File: src/sv/sliding_window_distinct_pressure_top_macros.svh
// assertion macros for the sliding window distinct pressure block
// expects clk and arst_n in the scope of use
`ifndef SLIDING_WINDOW_DISTINCT_PRESSURE_TOP_MACROS_SVH
`define SLIDING_WINDOW_DISTINCT_PRESSURE_TOP_MACROS_SVH

// condition holds at every edge out of reset
`define SWDP_ASSERT_HOLDS(lbl, expr, msg) \
	lbl: assert property (@(posedge clk) disable iff (!arst_n) (expr)) else $error(msg);

// condition implies consequence in the same cycle
`define SWDP_ASSERT_IMPLIES(lbl, ante, cons, msg) \
	lbl: assert property (@(posedge clk) disable iff (!arst_n) (ante) |-> (cons)) \
		else $error(msg);

`endif

File: src/sv/swdp_pkg.sv
// shared types and constants for the sliding window distinct pressure block
// no dependencies
package swdp_pkg;

	localparam int SLOT_W = 9;
	localparam int SLOT_COUNT = 512;
	localparam int NUM_OPS = 3;
	localparam int CFG_W = 8;
	localparam int BUDGET_W = 8;
	localparam int PEAK_OUT_W = 5;
	localparam int QUEUE_DEPTH = 4;
	localparam int MIN_PEAK = 3;
	localparam logic [CFG_W-1:0] DEFAULT_TOTAL = 8'd11;
	localparam logic [CFG_W-1:0] RESET_PARAM = 8'd0;

	typedef logic [SLOT_W-1:0] slot_t;

	// configuration register indexes
	typedef enum logic [0:0] {
		CFG_ALLOC_REGS = 1'b0,
		CFG_PARAM_REGS = 1'b1
	} cfg_idx_t;

	// classified item as it sits in the queue
	typedef struct packed {
		logic                 skip;
		logic                 last;
		logic [NUM_OPS-1:0]   op_v;
		slot_t [NUM_OPS-1:0]  op_slot;
	} item_t;

	function automatic logic slot_in_range(slot_t s);
		return 32'(s) < SLOT_COUNT;
	endfunction

endpackage

File: src/sv/swdp_if.sv
// valid/ready channel interfaces for instruction words and budget results
// depends on swdp_pkg
interface swdp_in_if;
	import swdp_pkg::*;
	logic  valid;
	logic  ready;
	logic  skip;
	logic  dest_valid;
	slot_t dest_slot;
	logic  src1_valid;
	slot_t src1_slot;
	logic  src2_valid;
	slot_t src2_slot;
	logic  last_item;

	modport source (
		output valid, skip, dest_valid, dest_slot, src1_valid, src1_slot,
			src2_valid, src2_slot, last_item,
		input  ready
	);
	modport sink (
		input  valid, skip, dest_valid, dest_slot, src1_valid, src1_slot,
			src2_valid, src2_slot, last_item,
		output ready
	);
endinterface

interface swdp_out_if;
	import swdp_pkg::*;
	logic                  valid;
	logic                  ready;
	logic [BUDGET_W-1:0]   budget;
	logic [PEAK_OUT_W-1:0] peak_distinct;

	modport source (output valid, budget, peak_distinct, input ready);
	modport sink (input valid, budget, peak_distinct, output ready);
endinterface

File: src/sv/sliding_window_distinct_pressure_top.sv
// top level: configuration registers, front queue and back end
// depends on swdp_pkg, swdp_if, swdp_front, swdp_back and the macros header
//
//   port    dir  payload                                         handshake
//   in_ch   in   skip, dest/src1/src2 valid+slot, last_item      valid/ready
//   out_ch  out  budget, peak_distinct                           valid/ready
//   cfg     in   cfg_index, cfg_data                             cfg_we
//
// one word per cycle sustained while out_ch is not stalled; the new and the replaced row
// are compared combinationally against every other window row
// a result passes the s1 and s2 registers and the output register to reach out_ch
// a stalled result freezes the back end; the 4-entry queue keeps taking words until full
// reset empties the window at once through per-row valid bits; no clearing pass
`include "sliding_window_distinct_pressure_top_macros.svh"

module sliding_window_distinct_pressure_top #(
	parameter int WINDOW_DEPTH = 8
) (
	input  logic                       clk,
	input  logic                       arst_n,
	input  logic                       cfg_we,
	input  logic [0:0]                 cfg_index,
	input  logic [swdp_pkg::CFG_W-1:0] cfg_data,
	swdp_in_if.sink                    in_ch,
	swdp_out_if.source                 out_ch
);
	import swdp_pkg::*;

	logic [CFG_W-1:0] alloc_regs_q;
	logic [CFG_W-1:0] param_regs_q;
	logic             q_valid;
	logic             q_pop;
	item_t            q_item;
	logic             res_floor_ok;

	always_ff @(posedge clk or negedge arst_n) begin
		if (!arst_n) begin
			alloc_regs_q <= DEFAULT_TOTAL;
			param_regs_q <= RESET_PARAM;
		end else if (cfg_we) begin
			unique case (cfg_idx_t'(cfg_index))
				CFG_ALLOC_REGS: alloc_regs_q <= cfg_data;
				CFG_PARAM_REGS: param_regs_q <= cfg_data;
				default: ;
			endcase
		end
	end

	swdp_front u_front (
		.clk     (clk),
		.arst_n  (arst_n),
		.in_ch   (in_ch),
		.pop     (q_pop),
		.q_valid (q_valid),
		.q_item  (q_item)
	);

	swdp_back #(
		.WINDOW_DEPTH (WINDOW_DEPTH)
	) u_back (
		.clk        (clk),
		.arst_n     (arst_n),
		.q_valid    (q_valid),
		.q_item     (q_item),
		.pop        (q_pop),
		.alloc_regs (alloc_regs_q),
		.param_regs (param_regs_q),
		.out_ch     (out_ch)
	);

	assign res_floor_ok = (out_ch.budget != '0)
		&& (out_ch.peak_distinct >= PEAK_OUT_W'(MIN_PEAK));

	`SWDP_ASSERT_IMPLIES(a_full_queue_nonempty, !in_ch.ready, q_valid, "queue full but empty")
	`SWDP_ASSERT_IMPLIES(a_stall_no_pop, out_ch.valid && !out_ch.ready, !q_pop, "pop during stall")
	`SWDP_ASSERT_IMPLIES(a_result_floor, out_ch.valid, res_floor_ok, "result below floor")

endmodule

File: src/sv/swdp_front.sv
// front end: takes instruction words, marks usable operands, queues them
// depends on swdp_pkg and swdp_in_if
module swdp_front (
	input  logic            clk,
	input  logic            arst_n,
	swdp_in_if.sink         in_ch,
	input  logic            pop,
	output logic            q_valid,
	output swdp_pkg::item_t q_item
);
	import swdp_pkg::*;

	localparam int PTR_W = $clog2(QUEUE_DEPTH);

	item_t            cls;
	item_t            q_mem_q [QUEUE_DEPTH];
	logic [PTR_W-1:0] wr_ptr_q;
	logic [PTR_W-1:0] rd_ptr_q;
	logic [PTR_W:0]   cnt_q;
	logic             push;

	// operand counts only when flagged and inside the slot range
	always_comb begin
		cls.skip       = in_ch.skip;
		cls.last       = in_ch.last_item;
		cls.op_v[0]    = in_ch.dest_valid && slot_in_range(in_ch.dest_slot);
		cls.op_v[1]    = in_ch.src1_valid && slot_in_range(in_ch.src1_slot);
		cls.op_v[2]    = in_ch.src2_valid && slot_in_range(in_ch.src2_slot);
		cls.op_slot[0] = in_ch.dest_slot;
		cls.op_slot[1] = in_ch.src1_slot;
		cls.op_slot[2] = in_ch.src2_slot;
	end

	assign in_ch.ready = (cnt_q != (PTR_W+1)'(QUEUE_DEPTH));
	assign push        = in_ch.valid && in_ch.ready;
	assign q_valid     = (cnt_q != '0);
	assign q_item      = q_mem_q[rd_ptr_q];

	always_ff @(posedge clk or negedge arst_n) begin
		if (!arst_n) begin
			wr_ptr_q <= '0;
			rd_ptr_q <= '0;
			cnt_q    <= '0;
		end else begin
			if (push)
				wr_ptr_q <= wr_ptr_q + PTR_W'(1);
			if (pop)
				rd_ptr_q <= rd_ptr_q + PTR_W'(1);
			if (push && !pop)
				cnt_q <= cnt_q + (PTR_W+1)'(1);
			else if (pop && !push)
				cnt_q <= cnt_q - (PTR_W+1)'(1);
		end
	end

	always_ff @(posedge clk) begin
		if (push)
			q_mem_q[wr_ptr_q] <= cls;
	end

endmodule

File: src/sv/swdp_back.sv
// back end: operand window, distinct and peak counters, budget result register
// depends on swdp_pkg and swdp_out_if
module swdp_back #(
	parameter int WINDOW_DEPTH = 8
) (
	input  logic                         clk,
	input  logic                         arst_n,
	input  logic                         q_valid,
	input  swdp_pkg::item_t              q_item,
	output logic                         pop,
	input  logic [swdp_pkg::CFG_W-1:0]   alloc_regs,
	input  logic [swdp_pkg::CFG_W-1:0]   param_regs,
	swdp_out_if.source                   out_ch
);
	import swdp_pkg::*;

	localparam int WP_W   = $clog2(WINDOW_DEPTH);
	localparam int PEAK_W = $clog2(NUM_OPS * WINDOW_DEPTH + 1);
	localparam int CNT_W  = $clog2(NUM_OPS + 1);
	localparam int EXT_W  = (PEAK_W > PEAK_OUT_W) ? PEAK_W : PEAK_OUT_W;
	localparam int DIFF_W = ((PEAK_W > CFG_W) ? PEAK_W : CFG_W) + 2;

	logic [NUM_OPS-1:0]   win_v_q    [WINDOW_DEPTH];
	slot_t [NUM_OPS-1:0]  win_slot_q [WINDOW_DEPTH];
	logic [WP_W-1:0]      wp_q;
	logic [WP_W-1:0]      wp_next;

	logic                 advance;
	logic [NUM_OPS-1:0]   hit_new;
	logic [NUM_OPS-1:0]   hit_old;
	logic [NUM_OPS-1:0]   dup_new;
	logic [NUM_OPS-1:0]   dup_old;
	logic [NUM_OPS-1:0]   first_new;
	logic [NUM_OPS-1:0]   last_old;
	logic [CNT_W-1:0]     inc_cnt;
	logic [CNT_W-1:0]     dec_cnt;

	logic                 occ_s1;
	logic                 last_s1;
	logic [CNT_W-1:0]     inc_s1;
	logic [CNT_W-1:0]     dec_s1;

	logic [PEAK_W-1:0]    now_q;
	logic [PEAK_W-1:0]    peak_q;
	logic [PEAK_W-1:0]    now_n;
	logic [PEAK_W-1:0]    peak_n;
	logic                 res_v_s2;
	logic [PEAK_W-1:0]    res_peak_s2;

	logic [PEAK_W-1:0]    peak3;
	logic [EXT_W-1:0]     peak3_ext;
	logic [CFG_W-1:0]     total_eff;
	logic [DIFF_W-1:0]    diff;
	logic [BUDGET_W-1:0]  budget_n;
	logic [PEAK_OUT_W-1:0] peak_out_n;

	logic                  out_valid_q;
	logic [BUDGET_W-1:0]   budget_q;
	logic [PEAK_OUT_W-1:0] peak_out_q;

	// whole back end moves together; the output register is its last stage
	assign advance = !out_valid_q || out_ch.ready;
	assign pop     = advance && q_valid;

	assign wp_next = (wp_q == WP_W'(WINDOW_DEPTH - 1)) ? '0 : wp_q + WP_W'(1);

	// row wp_q is the one replaced; all other rows stay in the window
	always_comb begin
		hit_new = '0;
		hit_old = '0;
		for (int r = 0; r < WINDOW_DEPTH; r++) begin
			if (WP_W'(r) != wp_q) begin
				for (int k = 0; k < NUM_OPS; k++) begin
					for (int j = 0; j < NUM_OPS; j++) begin
						if (win_v_q[r][k] && win_slot_q[r][k] == q_item.op_slot[j])
							hit_new[j] = 1'b1;
						if (win_v_q[r][k] && win_slot_q[r][k] == win_slot_q[wp_q][j])
							hit_old[j] = 1'b1;
					end
				end
			end
		end
	end

	// same slot twice in one row counts once
	always_comb begin
		dup_new = '0;
		dup_old = '0;
		for (int j = 0; j < NUM_OPS; j++) begin
			for (int k = 0; k < j; k++) begin
				if (q_item.op_v[k] && q_item.op_slot[k] == q_item.op_slot[j])
					dup_new[j] = 1'b1;
				if (win_v_q[wp_q][k] && win_slot_q[wp_q][k] == win_slot_q[wp_q][j])
					dup_old[j] = 1'b1;
			end
		end
		inc_cnt = '0;
		dec_cnt = '0;
		for (int j = 0; j < NUM_OPS; j++) begin
			first_new[j] = q_item.op_v[j] && !hit_new[j] && !dup_new[j];
			last_old[j]  = win_v_q[wp_q][j] && !hit_old[j] && !dup_old[j];
			inc_cnt      = inc_cnt + CNT_W'(first_new[j]);
			dec_cnt      = dec_cnt + CNT_W'(last_old[j]);
		end
	end

	assign now_n  = now_q + PEAK_W'(inc_s1) - PEAK_W'(dec_s1);
	assign peak_n = (now_n > peak_q) ? now_n : peak_q;

	// budget from the captured peak
	always_comb begin
		peak3      = (res_peak_s2 < PEAK_W'(MIN_PEAK)) ? PEAK_W'(MIN_PEAK) : res_peak_s2;
		peak3_ext  = EXT_W'(peak3);
		total_eff  = (alloc_regs == '0) ? DEFAULT_TOTAL : alloc_regs;
		diff       = DIFF_W'(total_eff) - DIFF_W'(param_regs) - DIFF_W'(peak3);
		budget_n   = (diff[DIFF_W-1] || diff == '0) ? BUDGET_W'(1) : diff[BUDGET_W-1:0];
		peak_out_n = (peak3_ext > EXT_W'({PEAK_OUT_W{1'b1}})) ? {PEAK_OUT_W{1'b1}}
			: peak3_ext[PEAK_OUT_W-1:0];
	end

	always_ff @(posedge clk or negedge arst_n) begin
		if (!arst_n) begin
			for (int r = 0; r < WINDOW_DEPTH; r++)
				win_v_q[r] <= '0;
			wp_q        <= '0;
			occ_s1      <= 1'b0;
			last_s1     <= 1'b0;
			inc_s1      <= '0;
			dec_s1      <= '0;
			now_q       <= '0;
			peak_q      <= '0;
			res_v_s2    <= 1'b0;
			out_valid_q <= 1'b0;
		end else if (advance) begin
			// window update
			if (q_valid) begin
				if (q_item.last) begin
					for (int r = 0; r < WINDOW_DEPTH; r++)
						win_v_q[r] <= '0;
					wp_q <= '0;
				end else if (!q_item.skip) begin
					win_v_q[wp_q] <= q_item.op_v;
					wp_q          <= wp_next;
				end
			end
			occ_s1  <= q_valid;
			last_s1 <= q_valid && q_item.last;
			inc_s1  <= (q_valid && !q_item.skip) ? inc_cnt : '0;
			dec_s1  <= (q_valid && !q_item.skip) ? dec_cnt : '0;
			// counters
			res_v_s2 <= occ_s1 && last_s1;
			if (occ_s1) begin
				if (last_s1) begin
					now_q  <= '0;
					peak_q <= '0;
				end else begin
					now_q  <= now_n;
					peak_q <= peak_n;
				end
			end
			out_valid_q <= res_v_s2;
		end
	end

	always_ff @(posedge clk) begin
		if (pop && !q_item.skip)
			win_slot_q[wp_q] <= q_item.op_slot;
		if (advance && occ_s1 && last_s1)
			res_peak_s2 <= peak_n;
		if (advance && res_v_s2) begin
			budget_q   <= budget_n;
			peak_out_q <= peak_out_n;
		end
	end

	assign out_ch.valid         = out_valid_q;
	assign out_ch.budget        = budget_q;
	assign out_ch.peak_distinct = peak_out_q;

endmodule
File: src/flat_wrapper.sv
// flat-port wrapper written by rule: the top's interface ports become plain ports
module sliding_window_distinct_pressure_top_flat import swdp_pkg::*;
#(
	parameter int WINDOW_DEPTH = 8
)
  (clk, arst_n, cfg_we, cfg_index, cfg_data, in_ch_valid, in_ch_skip, in_ch_dest_valid, in_ch_dest_slot, in_ch_src1_valid, in_ch_src1_slot, in_ch_src2_valid, in_ch_src2_slot, in_ch_last_item, in_ch_ready, out_ch_valid, out_ch_budget, out_ch_peak_distinct, out_ch_ready);
  swdp_in_if in_ch_i ();
  swdp_out_if out_ch_i ();
  input  logic clk;
  input  logic arst_n;
  input  logic cfg_we;
  input  logic [0:0] cfg_index;
  input  logic [swdp_pkg::CFG_W-1:0] cfg_data;
  input wire logic [$bits(in_ch_i.valid)-1:0] in_ch_valid;
  input wire logic [$bits(in_ch_i.skip)-1:0] in_ch_skip;
  input wire logic [$bits(in_ch_i.dest_valid)-1:0] in_ch_dest_valid;
  input wire logic [$bits(in_ch_i.dest_slot)-1:0] in_ch_dest_slot;
  input wire logic [$bits(in_ch_i.src1_valid)-1:0] in_ch_src1_valid;
  input wire logic [$bits(in_ch_i.src1_slot)-1:0] in_ch_src1_slot;
  input wire logic [$bits(in_ch_i.src2_valid)-1:0] in_ch_src2_valid;
  input wire logic [$bits(in_ch_i.src2_slot)-1:0] in_ch_src2_slot;
  input wire logic [$bits(in_ch_i.last_item)-1:0] in_ch_last_item;
  output wire logic [$bits(in_ch_i.ready)-1:0] in_ch_ready;
  output wire logic [$bits(out_ch_i.valid)-1:0] out_ch_valid;
  output wire logic [$bits(out_ch_i.budget)-1:0] out_ch_budget;
  output wire logic [$bits(out_ch_i.peak_distinct)-1:0] out_ch_peak_distinct;
  input wire logic [$bits(out_ch_i.ready)-1:0] out_ch_ready;
  assign in_ch_i.valid = in_ch_valid;
  assign in_ch_i.skip = in_ch_skip;
  assign in_ch_i.dest_valid = in_ch_dest_valid;
  assign in_ch_i.dest_slot = in_ch_dest_slot;
  assign in_ch_i.src1_valid = in_ch_src1_valid;
  assign in_ch_i.src1_slot = in_ch_src1_slot;
  assign in_ch_i.src2_valid = in_ch_src2_valid;
  assign in_ch_i.src2_slot = in_ch_src2_slot;
  assign in_ch_i.last_item = in_ch_last_item;
  assign in_ch_ready = in_ch_i.ready;
  assign out_ch_valid = out_ch_i.valid;
  assign out_ch_budget = out_ch_i.budget;
  assign out_ch_peak_distinct = out_ch_i.peak_distinct;
  assign out_ch_i.ready = out_ch_ready;
  sliding_window_distinct_pressure_top #(.WINDOW_DEPTH(WINDOW_DEPTH)) u_core (.clk(clk), .arst_n(arst_n), .cfg_we(cfg_we), .cfg_index(cfg_index), .cfg_data(cfg_data), .in_ch(in_ch_i), .out_ch(out_ch_i));
endmodule
File: config.mk
export PLATFORM = sky130hd
export DESIGN_NAME = sliding_window_distinct_pressure_top_flat
export DESIGN_NICKNAME = d
export VERILOG_FILES = /design/src/sv/swdp_pkg.sv /design/src/sv/swdp_if.sv /design/src/sv/sliding_window_distinct_pressure_top.sv /design/src/sv/swdp_front.sv /design/src/sv/swdp_back.sv /design/src/flat_wrapper.sv
export VERILOG_INCLUDE_DIRS = /design/src /design/src/sv
export SDC_FILE = /design/constraint.sdc
export NUM_CORES = 2
export LEC_CHECK = 0
export BUFFER_PORTS_ARGS = -buffer_cell sky130_fd_sc_hd__buf_2
export CORE_MARGIN = 5
export CORE_UTILIZATION = 50
export DETAILED_ROUTE_END_ITERATION = 6
export PLACE_DENSITY = 0.68
export SETUP_SLACK_MARGIN = 0.5
export SLEW_MARGIN = 0
export SYNTH_ARGS = -nofsm -noshare
export SYNTH_HDL_FRONTEND = slang
export SYNTH_SLANG_ARGS = --single-unit
export TNS_END_PERCENT = 1
File: constraint.sdc
create_clock -name clk -period 4.8 [get_ports clk]
set_clock_uncertainty 0.15 [all_clocks]
set_input_delay 0.24 -clock clk [delete_from_list [all_inputs] [get_ports clk]]
set_output_delay 0.24 -clock clk [all_outputs]
set_load 0.1 [all_outputs]
==> metrics.yaml <==
die:
  die-area_um2: 75900
  io_pins: 61
  coreArea_um2: 70000
  die_h_um: 276
  die_w_um: 276
  start_util_pct: 50.3
  rows: 97
cells_and_area:
  drive_above_1_share_pct: 22.4
  fin_util_pct: 59.4
  syn2layout_area_growth_pct: 17.9
  layoutNonFillerInstCount: 4583
  nets: 3683
sta:
  rsz0062_at_grt: "true"
  fin_crit_sh_pct: 94.4
  period_needed_ps: 4530
  setup_ws_ps: 271
  max_freq_mhz: 221
  hold_viol_final: 0
  tightest_slew_ps: 847
  fin_hold_ws_ps: 66.2
  slew_headroom_pct: 43.1
  setup_tns_ps: 0
  maxSlewViolCount: 0
  setup_violations: 0
yosys:
  synth.avg_cell_area_um2: 10.4
  synthTopCellsByArea: "edfxtp_1, xor2_1, xnor2_1"
  synth_top_area_share_pct: 30.8
  yosysWarnings: 0
  yosysUniqueCellTypes: 82
  synthTopCellsByCount: "xor2_1, xnor2_1, edfxtp_1"
  synth_edf_count: 362
  netlist_area_um2: 35300
  syn_inst: 3380
  yosysSeqAreaShare_pct: 35.7
  ys.flop_type: "edfxtp_1"
  ys_ff_latch: 430
  synth.most_common_cell: "xor2_1"
  yosys.area.top_type: "edfxtp_1"
  syn_nets: 3467
  async_reset_ff_share_pct: 15.8
cts:
  path_clk_slew_ps: 70
  h-tree-depth: 2
  cts_buffer_depth: 3
  clockRootBuffer: "clkbuf_16"
  cts_tree: "built"
  worstSkewPairLatency_ps: 650
  cts_sinks: 430
  cts_buffers: 52
placed_design:
  place_congestion: 1.11
  hpwlAfterDp_um: 120000
  place_inst: 4381
  io_buffers: 60
  pre_cts_ws_ps: -393
detailed_routing:
  wire_per_inst_um: 36.0
  drc: 2
  drt_wl_total_um: 165000
  dr_wl_met3_um: 20500
  vias: 30649
  wl_met1_um: 62500
  detail-route-antenna-nets: 0
  top_layer: "met5"
  dr_wl_met2_um: 68400
  dr.pass1.iters: 7
  drt_iter0_markers: 4534
  viasPerCell: 6.69
global_route:
  grt_pass1_vias: 29847
  track_usage_pct: 42.3
  grt-ovfl-total: 0
  grt_pass1_wl_um: 229000
  grt_max_degree: 47
  grt_antenna_before_repair: 13
critical_path:
  r2r_cells: 17
  criticalPathCategory: "reg2reg"
  cpPeakStageDelay_ps: 530
  worstPathCellList: "buf_12, buf_4, mux2i_2, a22oi_1, a22oi_2, buf_12, buf_8, xor2_1, nand4_1, nor3_1, nor4_2, buf_4, nand4_1, nor4bb_1, buf_4, fa_1, a22o_1"
  slowest_stage: "nor3_1"
  cp_data_required_time_ps: 5200
  arrival_ps: 4930
  crit_fanout: 8
  start_kind: "flip-flop"
  end_kind: "flip-flop"
  crit_top_cell: "buf_4"
hold_path:
  worstHoldPathType: "in2async"
run_status:
  violations: "design-rule violations"
  status: "finished with violations"
power:
  leakage_nw: 15.6
  vdd_ir_drop_max_mv: 0.658
  power_density_nw_per_um2: 833
run:
  drv_cap: 0
[routing by layer]
layer	GRT usage, %	up-vias
li1	-	12191
met2	61.4	2542
met4	26.4	10
met1	56.1	15177
met5	0	-
met3	11.5	729
[final timing paths]
kind / from / slack [ps] / end
worst min-delay path: arst_n / 70 / u_core.alloc_regs_q[5]
max in group asynchronous: arst_n / 3510 / u_core.u_back.win_v_q[10]
min in group clk: cfg_we / 90 / u_core.param_regs_q[2]
worst max-delay path: u_core.u_back.wp_q[0] / 270 / u_core.u_back.dec_s1[0]
worst max register to register: u_core.u_back.wp_q[0] / 270 / u_core.u_back.dec_s1[0]
worst min register to register: u_core.u_back.res_v_s2 / 330 / u_core.u_back.out_ch.valid
[kinds of logic after synthesis]
kind of cell,synth area share (%)
simple gates,11.8
flops,35.7
buf+inv,6.64
mux,6.30
compound gates,4.43
fa+ha+maj,1.60
xor+xnor,33.6
[through the flow]
step                cell area, um2  power (mW)
floorplan                    35300        20.3
global placement             38400        27.8
detailed placement           38400        28.3
CTS                          41300        33.4
global route                 41600        35.5
finish                       41600        34.6
[what timing repair did]
action,in CTS,in global routing
hold buffers,44,0
setup buffers,35,18
gates resized for setup,51,12
setup endpoints to repair,4,11
gates cloned,4,0
pin swaps,4,7
hold endpoints to repair,200,0
[sequential cells by signal (all words and copies together) (netlist names), 2 cells and up]
register,count
u_core.u_back.peak_q,5
u_core.u_back.out_ch.budget,8
u_core.u_back.res_peak_s2,5
u_core.u_back.win_v_q,24
u_core.u_back.wp_q,3
u_core.param_regs_q,8
u_core.alloc_regs_q,8
u_core.u_front.wr_ptr_q,2
u_core.u_back.win_slot_q,216
u_core.u_back.dec_s1,2
u_core.u_back.out_ch.peak_distinct,5
u_core.u_front.cnt_q,3
u_core.u_front.rd_ptr_q,2
u_core.u_front.q_mem_q,128
u_core.u_back.inc_s1,2
u_core.u_back.now_q,5
[area by class of cell]
type | instances | area, um2
multi-input cells | 2468 | 20700
clock inverters | 40 | 422
clock buffers | 58 | 1350
diodes | 3 | 7.51
fillers | 5801 | 28500
flip-flops and latches | 430 | 12600
well taps | 940 | 1180
inverters | 46 | 178
repair buffers | 598 | 5140
[where the power goes]
| part | switching, mW | internal (mW) | total (mW) |
|---|---|---|---|
| Sequential | 0.782 | 5.26 | 6.04 |
| Clock | 1.82 | 2.32 | 4.15 |
| Combinational | 15.3 | 9.11 | 24.4 |
| Total | 17.9 | 16.7 | 34.6 |
[layout by cell type, fill, tap and decap left out, drive strengths merged, types with 58 or more instances in the layout]
| master | instances |
|---|---|
| nand3 | 98 |
| xor2 | 973 |
| nand4 | 158 |
| dfrtp | 65 |
| nor4 | 203 |
| clkbuf | 58 |
| xnor2 | 379 |
| buf | 551 |
| edfxtp | 362 |
| nand2 | 69 |
[worst max-delay path, delay by kind of cell, from the launching register on]
family	cells	cell delay, ps
buffers and inverters	6	1060
adders and majority gates	1	430
DFF	1	520
muxes	1	370
and+or+nand+nor	5	1030
AOI/OAI and AO/OA	3	680
xor gates and xnor gates	1	170
No activity file was read; power rests on OpenSTA's default activity.
